`src/design/vsfm_pkg.sv`:
```
`timescale 1ns / 1ps

package vsfm_pkg;

   localparam int COORD_BITS_DEFAULT = 8;
   localparam int QUEUE_DEPTH_DEFAULT = 4;
   localparam int COLOR_BITS = 8;
   localparam int MASK_BITS = 6;
   localparam int SIDE_COUNT = 4;

   // vis_mask bit positions
   localparam int VIS_TOP = 4;
   localparam int VIS_BOTTOM = 5;

   typedef enum logic [2:0] {
      FACE_TOP    = 3'd0,
      FACE_BOTTOM = 3'd1,
      FACE_NEG_X  = 3'd2,
      FACE_POS_X  = 3'd3,
      FACE_NEG_Y  = 3'd4,
      FACE_POS_Y  = 3'd5
   } face_kind_type;

   // faces still owed by one voxel, in output order from bit 0 up
   typedef struct packed {
      logic                  bot;
      logic [SIDE_COUNT-1:0] fin;
      logic [SIDE_COUNT-1:0] chg;
      logic                  top;
   } face_plan_type;

   localparam int PLAN_BITS = $bits(face_plan_type);
   localparam int SLOT_BITS = $clog2(PLAN_BITS);

   localparam logic [SLOT_BITS-1:0] SLOT_TOP = SLOT_BITS'(0);
   localparam logic [SLOT_BITS-1:0] SLOT_CHG = SLOT_BITS'(1);
   localparam logic [SLOT_BITS-1:0] SLOT_FIN = SLOT_BITS'(1 + SIDE_COUNT);
   localparam logic [SLOT_BITS-1:0] SLOT_BOT = SLOT_BITS'(1 + 2 * SIDE_COUNT);

endpackage

```
`src/design/vsfm_front.sv`:
```
`timescale 1ns / 1ps

module vsfm_front #(
   parameter int COORD_BITS = vsfm_pkg::COORD_BITS_DEFAULT,
   parameter int ENTRY_BITS = 5 * COORD_BITS + 3 * vsfm_pkg::COLOR_BITS + vsfm_pkg::PLAN_BITS
) (
   input  logic                              clock,
   input  logic                              reset,
   input  logic                              req_valid,
   output logic                              req_stall,
   input  logic [COORD_BITS-1:0]             req_col_x,
   input  logic [COORD_BITS-1:0]             req_col_y,
   input  logic [COORD_BITS-1:0]             req_z_pos,
   input  logic [vsfm_pkg::COLOR_BITS-1:0]   req_color,
   input  logic [vsfm_pkg::MASK_BITS-1:0]    req_vis_mask,
   input  logic                              req_first_in_slab,
   input  logic                              req_last_in_slab,
   input  logic                              queue_full,
   output logic                              push,
   output logic [ENTRY_BITS-1:0]             entry
);
   import vsfm_pkg::*;

   logic [COORD_BITS-1:0] run_start_ff, run_start_in;
   logic [COLOR_BITS-1:0] run_color_ff, run_color_in;
   logic [MASK_BITS-1:0]  run_mask_ff, run_mask_in;
   logic                  run_open_ff, run_open_in;

   logic          accept;
   logic          open_kept;
   logic          change;
   face_plan_type plan;

   assign req_stall = queue_full;
   assign accept    = req_valid & ~queue_full;

   always_comb begin
      open_kept = run_open_ff & ~req_first_in_slab;
      change    = open_kept & (req_color != run_color_ff);

      if (open_kept & ~change) begin
         run_start_in = run_start_ff;
         run_color_in = run_color_ff;
         run_mask_in  = run_mask_ff;
      end else begin
         run_start_in = req_z_pos;
         run_color_in = req_color;
         run_mask_in  = req_vis_mask;
      end
      run_open_in = ~req_last_in_slab;

      plan.top = req_first_in_slab & req_vis_mask[VIS_TOP];
      plan.chg = change ? run_mask_ff[SIDE_COUNT-1:0] : '0;
      plan.fin = req_last_in_slab ? run_mask_in[SIDE_COUNT-1:0] : '0;
      plan.bot = req_last_in_slab & run_mask_in[VIS_BOTTOM];

      push  = accept & (plan != '0);
      entry = {plan, req_col_x, req_col_y, req_z_pos, req_color,
               run_start_ff, run_color_ff, run_start_in, run_color_in};
   end

   always_ff @(posedge clock) begin
      if (reset) begin
         run_start_ff <= '0;
         run_color_ff <= '0;
         run_mask_ff  <= '0;
         run_open_ff  <= 1'b0;
      end else if (accept) begin
         run_start_ff <= run_start_in;
         run_color_ff <= run_color_in;
         run_mask_ff  <= run_mask_in;
         run_open_ff  <= run_open_in;
      end
   end

endmodule

```
`src/design/vsfm_queue.sv`:
```
`timescale 1ns / 1ps

module vsfm_queue #(
   parameter int DATA_BITS = 8,
   parameter int DEPTH = vsfm_pkg::QUEUE_DEPTH_DEFAULT
) (
   input  logic                 clock,
   input  logic                 reset,
   input  logic                 push,
   input  logic [DATA_BITS-1:0] push_data,
   output logic                 full,
   input  logic                 pop,
   output logic                 head_valid,
   output logic [DATA_BITS-1:0] head_data
);
   localparam int PTR_BITS = (DEPTH > 1) ? $clog2(DEPTH) : 1;
   localparam int CNT_BITS = $clog2(DEPTH + 1);

   logic [DATA_BITS-1:0] slot_ff [DEPTH];
   logic [PTR_BITS-1:0]  wr_ptr_ff, wr_ptr_in;
   logic [PTR_BITS-1:0]  rd_ptr_ff, rd_ptr_in;
   logic [CNT_BITS-1:0]  count_ff, count_in;

   assign full       = (count_ff == CNT_BITS'(DEPTH));
   assign head_valid = (count_ff != '0);
   assign head_data  = slot_ff[rd_ptr_ff];

   always_comb begin
      wr_ptr_in = wr_ptr_ff;
      rd_ptr_in = rd_ptr_ff;
      count_in  = count_ff;
      if (push) begin
         wr_ptr_in = (wr_ptr_ff == PTR_BITS'(DEPTH - 1)) ? '0 : wr_ptr_ff + 1'b1;
      end
      if (pop) begin
         rd_ptr_in = (rd_ptr_ff == PTR_BITS'(DEPTH - 1)) ? '0 : rd_ptr_ff + 1'b1;
      end
      if (push & ~pop) begin
         count_in = count_ff + 1'b1;
      end else if (pop & ~push) begin
         count_in = count_ff - 1'b1;
      end
   end

   always_ff @(posedge clock) begin
      if (reset) begin
         wr_ptr_ff <= '0;
         rd_ptr_ff <= '0;
         count_ff  <= '0;
      end else begin
         wr_ptr_ff <= wr_ptr_in;
         rd_ptr_ff <= rd_ptr_in;
         count_ff  <= count_in;
      end
   end

   always_ff @(posedge clock) begin
      if (push) begin
         slot_ff[wr_ptr_ff] <= push_data;
      end
   end

endmodule

```
`src/design/vsfm_back.sv`:
```
`timescale 1ns / 1ps

module vsfm_back #(
   parameter int COORD_BITS = vsfm_pkg::COORD_BITS_DEFAULT,
   parameter int ENTRY_BITS = 5 * COORD_BITS + 3 * vsfm_pkg::COLOR_BITS + vsfm_pkg::PLAN_BITS
) (
   input  logic                            clock,
   input  logic                            reset,
   input  logic                            head_valid,
   input  logic [ENTRY_BITS-1:0]           head_data,
   output logic                            pop,
   output logic                            rsp_valid,
   input  logic                            rsp_stall,
   output logic [2:0]                      rsp_face_kind,
   output logic [COORD_BITS-1:0]           rsp_face_x,
   output logic [COORD_BITS-1:0]           rsp_face_y,
   output logic [COORD_BITS:0]             rsp_z_low,
   output logic [COORD_BITS:0]             rsp_z_high,
   output logic [vsfm_pkg::COLOR_BITS-1:0] rsp_face_color,
   output logic                            rsp_last_face
);
   import vsfm_pkg::*;

   face_plan_type         head_plan;
   logic [COORD_BITS-1:0] head_x, head_y, head_z, chg_start, fin_start;
   logic [COLOR_BITS-1:0] head_color, chg_color, fin_color;

   logic [PLAN_BITS-1:0]  done_ff, done_in;
   logic [PLAN_BITS-1:0]  pending, rest;
   logic [SLOT_BITS-1:0]  pick;
   logic [SLOT_BITS-1:0]  side;
   logic                  found;
   logic                  fire;
   logic [COORD_BITS:0]   z_here, z_next;

   logic                  valid_ff, valid_in;
   face_kind_type         kind_ff, kind_in;
   logic [COORD_BITS-1:0] x_ff, y_ff;
   logic [COORD_BITS:0]   zl_ff, zl_in, zh_ff, zh_in;
   logic [COLOR_BITS-1:0] color_ff, color_in;
   logic                  last_ff, last_in;

   assign {head_plan, head_x, head_y, head_z, head_color,
           chg_start, chg_color, fin_start, fin_color} = head_data;

   assign z_here = {1'b0, head_z};
   assign z_next = {1'b0, head_z} + 1'b1;

   always_comb begin
      pending = head_plan & ~done_ff;
      pick    = '0;
      found   = 1'b0;
      for (int i = 0; i < PLAN_BITS; i++) begin
         if (pending[i] && !found) begin
            pick  = SLOT_BITS'(i);
            found = 1'b1;
         end
      end
      rest       = pending;
      rest[pick] = 1'b0;

      fire = head_valid & (~valid_ff | ~rsp_stall);
      pop  = fire & (rest == '0);

      done_in = done_ff;
      if (pop) begin
         done_in = '0;
      end else if (fire) begin
         done_in = done_ff | (pending & ~rest);
      end

      side     = '0;
      kind_in  = FACE_TOP;
      zl_in    = z_here;
      zh_in    = z_here;
      color_in = head_color;
      case (pick)
         SLOT_TOP: begin
            kind_in = FACE_TOP;
         end
         SLOT_BOT: begin
            kind_in = FACE_BOTTOM;
            zl_in   = z_next;
            zh_in   = z_next;
         end
         default: begin
            if (pick < SLOT_FIN) begin
               side     = pick - SLOT_CHG;
               zl_in    = {1'b0, chg_start};
               zh_in    = z_here;
               color_in = chg_color;
            end else begin
               side     = pick - SLOT_FIN;
               zl_in    = {1'b0, fin_start};
               zh_in    = z_next;
               color_in = fin_color;
            end
            kind_in = face_kind_type'(FACE_NEG_X + 3'(side));
         end
      endcase
      last_in = (rest == '0);

      if (fire) begin
         valid_in = 1'b1;
      end else if (~rsp_stall) begin
         valid_in = 1'b0;
      end else begin
         valid_in = valid_ff;
      end
   end

   always_ff @(posedge clock) begin
      if (reset) begin
         valid_ff <= 1'b0;
         done_ff  <= '0;
      end else begin
         valid_ff <= valid_in;
         done_ff  <= done_in;
      end
   end

   always_ff @(posedge clock) begin
      if (fire) begin
         kind_ff  <= kind_in;
         x_ff     <= head_x;
         y_ff     <= head_y;
         zl_ff    <= zl_in;
         zh_ff    <= zh_in;
         color_ff <= color_in;
         last_ff  <= last_in;
      end
   end

   assign rsp_valid      = valid_ff;
   assign rsp_face_kind  = kind_ff;
   assign rsp_face_x     = x_ff;
   assign rsp_face_y     = y_ff;
   assign rsp_z_low      = zl_ff;
   assign rsp_z_high     = zh_ff;
   assign rsp_face_color = color_ff;
   assign rsp_last_face  = last_ff;

endmodule

```
`src/design/voxel_slab_face_mesher.sv`:
```
`timescale 1ns / 1ps
// Voxel slab face mesher.
// Input channel req_*: one voxel per beat (column x/y, z, color, face
// visibility mask, first/last marks), accepted when req_valid is high and
// req_stall is low. Output channel rsp_*: one face per beat (kind, x, y,
// z span, color, last_face on the final face of a voxel).
// The front tracks the open run and queues a face plan for every voxel that
// yields faces. Voxels with no faces leave nothing in the queue. The back
// emits one face per cycle from the queue head while rsp_stall does not hold
// the output register, and pops a voxel's plan only with its last face; a voxel
// yields 0 to 9 faces. With an empty queue, an accepted voxel's plan is written
// into the queue and its first face is then loaded into the output register.
// req_stall rises only when the QUEUE_DEPTH-entry plan queue is full.
// While rsp_stall is high the output register holds its face and the back
// waits; the front keeps taking voxels until the queue fills.
// Reset (synchronous) closes any open run and empties the queue and the
// output register.
module voxel_slab_face_mesher #(
   parameter int COORD_BITS = vsfm_pkg::COORD_BITS_DEFAULT,
   parameter int QUEUE_DEPTH = vsfm_pkg::QUEUE_DEPTH_DEFAULT
) (
   input  logic                            clock,
   input  logic                            reset,
   input  logic                            req_valid,
   output logic                            req_stall,
   input  logic [COORD_BITS-1:0]           req_col_x,
   input  logic [COORD_BITS-1:0]           req_col_y,
   input  logic [COORD_BITS-1:0]           req_z_pos,
   input  logic [vsfm_pkg::COLOR_BITS-1:0] req_color,
   input  logic [vsfm_pkg::MASK_BITS-1:0]  req_vis_mask,
   input  logic                            req_first_in_slab,
   input  logic                            req_last_in_slab,
   output logic                            rsp_valid,
   input  logic                            rsp_stall,
   output logic [2:0]                      rsp_face_kind,
   output logic [COORD_BITS-1:0]           rsp_face_x,
   output logic [COORD_BITS-1:0]           rsp_face_y,
   output logic [COORD_BITS:0]             rsp_z_low,
   output logic [COORD_BITS:0]             rsp_z_high,
   output logic [vsfm_pkg::COLOR_BITS-1:0] rsp_face_color,
   output logic                            rsp_last_face
);
   import vsfm_pkg::*;

   localparam int ENTRY_BITS = 5 * COORD_BITS + 3 * COLOR_BITS + PLAN_BITS;

   logic                  push, pop, queue_full, head_valid;
   logic [ENTRY_BITS-1:0] entry, head_data;

   vsfm_front #(
      .COORD_BITS (COORD_BITS),
      .ENTRY_BITS (ENTRY_BITS)
   ) u_front (
      .clock             (clock),
      .reset             (reset),
      .req_valid         (req_valid),
      .req_stall         (req_stall),
      .req_col_x         (req_col_x),
      .req_col_y         (req_col_y),
      .req_z_pos         (req_z_pos),
      .req_color         (req_color),
      .req_vis_mask      (req_vis_mask),
      .req_first_in_slab (req_first_in_slab),
      .req_last_in_slab  (req_last_in_slab),
      .queue_full        (queue_full),
      .push              (push),
      .entry             (entry)
   );

   vsfm_queue #(
      .DATA_BITS (ENTRY_BITS),
      .DEPTH     (QUEUE_DEPTH)
   ) u_queue (
      .clock      (clock),
      .reset      (reset),
      .push       (push),
      .push_data  (entry),
      .full       (queue_full),
      .pop        (pop),
      .head_valid (head_valid),
      .head_data  (head_data)
   );

   vsfm_back #(
      .COORD_BITS (COORD_BITS),
      .ENTRY_BITS (ENTRY_BITS)
   ) u_back (
      .clock          (clock),
      .reset          (reset),
      .head_valid     (head_valid),
      .head_data      (head_data),
      .pop            (pop),
      .rsp_valid      (rsp_valid),
      .rsp_stall      (rsp_stall),
      .rsp_face_kind  (rsp_face_kind),
      .rsp_face_x     (rsp_face_x),
      .rsp_face_y     (rsp_face_y),
      .rsp_z_low      (rsp_z_low),
      .rsp_z_high     (rsp_z_high),
      .rsp_face_color (rsp_face_color),
      .rsp_last_face  (rsp_last_face)
   );

endmodule
```
`config.mk`:
```
export PLATFORM = sky130hd
export DESIGN_NAME = voxel_slab_face_mesher
export DESIGN_NICKNAME = d
export VERILOG_FILES = /design/src/design/vsfm_pkg.sv /design/src/design/vsfm_front.sv /design/src/design/vsfm_queue.sv /design/src/design/vsfm_back.sv /design/src/design/voxel_slab_face_mesher.sv
export SDC_FILE = /design/constraint.sdc
export NUM_CORES = 1
export LEC_CHECK = 0
export ABC_AREA = 1
export BUFFER_PORTS_ARGS = -buffer_cell sky130_fd_sc_hd__buf_4
export CORE_MARGIN = 1.5
export CORE_UTILIZATION = 60
export DETAILED_ROUTE_END_ITERATION = 7
export PLACE_DENSITY = 0.79
export SETUP_SLACK_MARGIN = 0.05
export SYNTH_ARGS = -nofsm -noshare
export SYNTH_HDL_FRONTEND = slang
export SYNTH_SLANG_ARGS = --single-unit
```
`constraint.sdc`:
```
create_clock -name clock -period 7.05 [get_ports clock]
set_clock_uncertainty 0.1 [all_clocks]
set_input_delay 0 -clock clock [delete_from_list [all_inputs] [get_ports clock]]
set_output_delay 0 -clock clock [all_outputs]
set_load 0.01 [all_outputs]
```
# ---- After elaboration in Yosys (flattened, before gate mapping)
# Memory sizes are Yosys's and may differ from the RTL's. A register that Yosys moved wholly into a read port is not among the register bits.
# Cells that the tools add are included.
dict set report totals {
  register_bits 87
  mem_bits_rw 296
  in_bits 44
  output_inout_bits 48
  word_cells 134
  n_memories 1
}
dict set report op_classes {
  add_sub_neg 8
  magnitude_cmp 3
  n_eq_ne 6
  mux 44
  bitwise_logic 28
  reduce_logical 27
}
# name depth word_bits read_ports rd_clocked_by_memory_dff write_ports line
set mem_list {}
lappend mem_list {u_queue.slot_ff 4 74 1 1 1 vsfm_queue.sv:19} ;# logic [DATA_BITS-1:0] slot_ff [DEPTH];
# cell count
set ops {}
lappend ops {{two-way mux 8 bit} 5}
lappend ops {{case mux 9 bit (2 select lines)} 2}
lappend ops {{AND 10 bit} 3}
lappend ops {{inverter 10 bit} 3}
lappend ops {{two-way mux 3 bit} 8}
lappend ops {{two-way mux 4 bit} 4}
lappend ops {{two-way mux 1 bit} 15}
lappend ops {{two-way mux 2 bit} 6}
lappend ops {{AND 1 bit} 11}
lappend ops {{logical AND 1 bit} 10}
lappend ops {{zero test 10 bit} 1}
lappend ops {{OR 10 bit} 1}
lappend ops {{nonzero test 10 bit} 1}
lappend ops {{adder 8 x 1 -> 9 bit (second input constant)} 1}
lappend ops {{zero test 1 bit} 9}
lappend ops {{two-way mux 9 bit} 1}
lappend ops {{inverter 1 bit} 9}
lappend ops {{inequality test 8 bit} 1}
lappend ops {{two-way mux 6 bit} 1}
lappend ops {{case mux 3 bit (2 select lines)} 1}
lappend ops {{subtractor 3 x 1 -> 3 bit (second input constant)} 2}
lappend ops {{less-than comparator 4 x 5 -> 1 bit (second input constant)} 1}
lappend ops {{adder 2 x 1 -> 2 bit (second input constant)} 2}
lappend ops {{demux 1 bit (select 4 bit)} 1}
lappend ops {{other kinds (15)} 17}

# ---- Depth between registers and ports, before layout
dict set report depth {
  ltp_word 41
  depth_mapped 28
  mapped_depth_nobuf 27
}

# ---- Modules after synthesis
# A second synthesis with hierarchy kept.
dict set report unflattened {
  hier_cells 1378
  hier_area_um2 16288.1
}
# module n_inst cells_per_inst area_each_um2 seq_area_each_um2
set modules_own_cells {}
lappend modules_own_cells {vsfm_queue 1 776 11418.5 9068.7}
lappend modules_own_cells {vsfm_back 1 331 3210.6 1601.5}
lappend modules_own_cells {vsfm_front 1 271 1659.1 440.4}

# ---- Least setup slack after synthesis
# No wires, ideal clock.
dict set report synth_timing {
  kind {register -> register}
  from {register u_front.run_color_ff[7]}
  to {memory u_queue.slot_ff[0][0] in the netlist's numbering, enable pin}
  setup_ps 507
  arrival_ps 4786
  required_time_ps 6443
  setup_slack_ps 1657
  stages_incl_launch_ff 14
  n_path_buf 1
  synth_period_minus_slack_ps 5393
  cell_sequence {dfxtp_1 inv_1 nand2_1 nand4_1 nor3_1 nand3_1 buf_2 o21ai_0 nand2_1 nand2_1 nor3_1 nand2_1 nand2_1 nor2_1}
}
dict set report synth_between {
  elab_chain_len 10
  word_cells_on_any_way 12
  cone_classes {eq/ne (1); mux (5); bitwise (5); reduce/logical (1)}
}
# element line
set synth_lines {}
lappend synth_lines {{from (decl)} vsfm_front.sv:25} ;# logic [COLOR_BITS-1:0] run_color_ff, run_color_in;
lappend synth_lines {{from (signal assigned)} vsfm_front.sv:70} ;# run_color_ff <= run_color_in;
lappend synth_lines {{inequality test 8 bit (*)} vsfm_front.sv:39} ;# change = open_kept & (req_color != run_color_ff);
lappend synth_lines {{AND 1 bit (*)} vsfm_front.sv:39}
lappend synth_lines {{inverter 1 bit} vsfm_front.sv:41} ;# if (open_kept & ~change) begin
lappend synth_lines {{AND 1 bit} vsfm_front.sv:41}
lappend synth_lines {{two-way mux 6 bit} vsfm_front.sv:41}
lappend synth_lines {{two-way mux 4 bit or AND 1 bit (tied branches)} {vsfm_front.sv:54, vsfm_front.sv:55}}
lappend synth_lines {{nonzero test 10 bit (*)} vsfm_front.sv:57} ;# push = accept & (plan != '0);
lappend synth_lines {{AND 1 bit (*)} vsfm_front.sv:57}
lappend synth_lines {{two-way mux 1 bit (*)} vsfm_queue.sv:58} ;# if (push) begin
lappend synth_lines {{two-way mux 1 bit (not written as such) (*)} vsfm_queue.sv:59} ;# slot_ff[wr_ptr_ff] <= push_data;
lappend synth_lines {{to (decl)} vsfm_queue.sv:19}
# Mark *: on every way between the ends. The rest lies on a longest branch, timed or not.

# ---- Worst setup path after layout
dict set report layout_timing {
  from {register u_front.run_color_ff[0]}
  to {memory u_queue.slot_ff[0][47] in the netlist's numbering, enable pin}
}
dict set report layout_between {
  elab_chain_len 10
  word_cells_on_any_way 12
  cone_classes {eq/ne (1); mux (5); bitwise (5); reduce/logical (1)}
}
# element line
set layout_lines {}
lappend layout_lines {{inequality test 8 bit} vsfm_front.sv:39}
lappend layout_lines {{AND 1 bit} vsfm_front.sv:39}
lappend layout_lines {{inverter 1 bit} vsfm_front.sv:41}
lappend layout_lines {{AND 1 bit} vsfm_front.sv:41}
lappend layout_lines {{two-way mux 6 bit} vsfm_front.sv:41}
lappend layout_lines {{AND 1 bit} vsfm_front.sv:55} ;# plan.bot = req_last_in_slab & run_mask_in[VIS_BOTTOM];
lappend layout_lines {{named net entry[73]} voxel_slab_face_mesher.sv:48} ;# logic [ENTRY_BITS-1:0] entry, head_data;
lappend layout_lines {{nonzero test 10 bit} vsfm_front.sv:57}
lappend layout_lines {{AND 1 bit} vsfm_front.sv:57}
lappend layout_lines {{two-way mux 1 bit} vsfm_queue.sv:58}
lappend layout_lines {{two-way mux 1 bit (not written as such)} vsfm_queue.sv:59}
# The timed path passes the listed nets, and every way through them passes these cells.

==> impl_metrics.toml <==
[worst_setup_path]
critPathMaxFanout = 50
required_ns = 7.10
criticalPathCategory = "flip-flop to flip-flop"
r2r_setup_slack_ns = 2.04
endpoint_kind = "flip-flop"
crit_path_start = "u_front.run_color_ff[0]"
rr_worst_depth = 12
rr_startpoint = "u_front.run_color_ff[0]"
arrival_ns = 5.06
crit_path_end = "u_queue.slot_ff[0][47]"
r2r-end = "u_queue.slot_ff[0][47]"
critical_path.startpoint_type = "flip-flop"

[clocking]
tritoncts.num_buffers = 39
htree_levels = 2
cts_tree = "yes"
cts_sinks = 384
path_clk_slew_ns = 0.06
insertion_delay_ns = 0.53
ctsLongestPathBuffers = 3
root_buffer = "clkbuf_16"

[timing]
period_needed_ns = 5.01
post-route-period-util_pct = 71.0
rsz0062_at_grt = "false"
setup_viol = 0
finalMaxSlewViolations = 0
finalHoldViolCount = 0
fin_ws_ns = 2.04
worstMarginPinSlew_ns = 1.17
tns_ns = 0
slew_headroom_pct = 22.3
fmax_mhz = 200

[logic_synthesis]
synth_commonest_cells = "342 x edfxtp_1, 172 x nand2_1, 146 x o21ai_0"
synth_flop_cell = "edfxtp_1"
synth_top_family_by_area = "compound AO/OA/AOI/OAI gates"
synth-compound-area-share_pct = 11.2
netlist.area_leader.share_pct = 65.5
synth_most_common_cell = "edfxtp_1"
syn_area_um2 = 15700
synth_top_area_cell = "edfxtp_1"
ys_types = 47
synth-seq-cells = 384
yosys-top-cells-area = "edfxtp_1 65%, dfxtp_1 5.4%, o21ai_0 4.7%, nand2_1 4.1%, nor2_1 3.4%"
synth.mux.area_fraction_pct = 0.128
yosysWarnings = 0
synthSimpleGateAreaFrac_pct = 10.9
syn-instance-count = 1323
synth.yosys.seq_area_share_pct = 70.8
synth-edff-count = 342
synthArstFlopShare_pct = 0
avgSynthCellArea_um2 = 11.9
syn_nets = 1380
synthXorXnorAreaFrac_pct = 0.670
synthAdderAreaFrac_pct = 1.08

[grt]
grt_max_degree = 80
grt_pass1_vias = 10400
grt_pass1_wl_mm = 53.7
use_met3_pct = 4.47
globalRoute.totalOverflow = 0
grtUsageMet1_pct = 32.9
grt_busiest_layer = "met2"
use_met2_pct = 44.6
antenna_found_initial = 0
grt_usage_pct = 26.0

[detailed_routing]
first_iter_violations = 1148
routed_wirelength_mm = 34.1
dr.pass1.iters = 5
ant_nets = 0
wl_per_cell_um = 19.0
via_per_inst = 5.84
drcViolationCount = 0
dr_total_vias = 10500

[worst_hold_path]
min_from = "req_col_x[3]"
hold_path_class = "primary input to flip-flop"

[floorplanning]
ioPinCount = 92
die-area_um2 = 27100
core_region_area_um2 = 25400
start_util_pct = 61.7
die_w_um = 165
die_y_um = 165
num_rows = 58

[cells_and_area]
fin_util_pct = 71.9
syn_to_final_growth_pct = 16.5
num_antenna_cells = 0
drive_above_1_share_pct = 13.5
final_cells = 1798
nNetsFinal = 1495

[power]
p_per_area_nw_per_um2 = 303
power_uw = 5530
power.leakage_uw = 0.00695
vdd_ir_drop_max_mv = 0.171

[place]
place_congestion = 0.914
dp_cells = 1682
preCtsSetupSlack_ns = 2.08
numPortBuffers = 91
dpl.hpwl_mm = 18.7

[run_status]
status = "finished, final reports clean"

[job]
drv_cap = 0
-- placed cells by master, fill, tap and decap left out, types with 3 or more instances in the layout --
master	netlist	routed
edfxtp_1	342	342
nand2_1	172	172
o21ai_0	146	146
nor2_1	144	140
inv_1	118	118
buf_4	6	103
a21oi_1	77	76
dlygate4sd3_1	0	45
nand3_1	42	42
dfxtp_1	42	41
clkbuf_16	0	40
o22ai_1	38	38
o21ai_1	17	17
nand4_1	13	13
ha_1	12	12
clkbuf_1	53	10
a21o_1	8	8
nand2_2	8	8
clkinv_1	0	7
xor2_1	6	6
inv_2	7	6
xnor2_1	6	6
o221ai_1	5	5
nor2_4	1	5
nor2_2	5	5
nor3_1	5	5
clkinv_2	0	5
o211ai_1	4	4
nand3b_1	4	4
or2_2	3	3
a32oi_1	3	3
bufinv_16	0	3
-- stage by stage --
step | hold WS, ns | area (µm²)
floorplan | -0.0100 | 15700
global placement | 0.103 | 16600
detailed placement | 0.104 | 16600
CTS | 0.0975 | 18300
global route | 0.107 | 18300
finish | 0.110 | 18300
-- layout make-up --
class | count | area, µm²
Sequential cell | 384 | 11100
Clock buffer | 51 | 1050
Tap cell | 330 | 413
Fill cell | 1647 | 7130
Multi-Input combinational cell | 740 | 3810
Inverter | 125 | 472
Timing Repair Buffer | 148 | 1220
Clock inverter | 20 | 190
-- state kept, by name, indices dropped and copies added (netlist names), 2 cells and up, named ones only --
register / count
u_back.done_ff: 10
u_back.rsp_face_color: 8
u_back.rsp_face_kind: 3
u_back.rsp_face_x: 8
u_back.rsp_face_y: 8
u_back.rsp_z_high: 9
u_back.rsp_z_low: 9
u_front.run_color_ff: 8
u_front.run_mask_ff: 5
u_front.run_start_ff: 8
u_queue.count_ff: 3
u_queue.rd_ptr_ff: 2
u_queue.slot_ff: 296
u_queue.wr_ptr_ff: 2
-- repair_timing --
action | in CTS | in global routing
hold buffers | 45 | 0
setup buffers | 0 | 0
gates resized for setup | 0 | 0
hold endpoints to repair | 255 | 0
-- layer usage --
metal	vias up	wire length, µm
met1	5035	13200
met4	0	1150
met3	96	2500
met2	502	17200
li1	4873	-
met5	-	0
-- kinds of logic after synthesis --
| logic type | Yosys count |
|---|---|
| compound gates | 310 |
| flops | 384 |
| simple gates | 403 |
| mux | 2 |
| xor+xnor | 12 |
| fa+ha+maj | 13 |
| buf+inv | 199 |
-- worst min path at each step --
stage               cells past startpoint                endpoint  slack [ns]
global route                            2  u_queue.slot_ff[1][59]        0.11
detailed placement                      1  u_queue.slot_ff[3][49]        0.10
global placement                        1  u_queue.slot_ff[3][49]        0.10
finish                                  2  u_queue.slot_ff[1][59]        0.11
CTS                                     2  u_queue.slot_ff[3][60]         0.1
floorplan                               1     u_front.run_open_ff       -0.01
-- where the power goes --
part	leakage (µW)	total [µW]	internal (µW)	switching, µW
logic	0.00283	720	257	462
registers	0.00352	2800	2740	69.1
clock network	0.000601	2010	1170	839
-- worst max-delay path: stages (launching register included) --
cell     delay [ns]
dfxtp_1        0.42
or2_2          0.15
nand4_1        0.10
nor3_1         0.34
nand3_1        0.79
nand2_1        0.22
o21ai_0        0.13
nor2_1         0.38
nor3_1         0.12
nand2_1        0.07
nand2_1        0.25
nor2_4         0.77
buf_4          0.75
No activity file was read; power rests on OpenSTA's default activity.
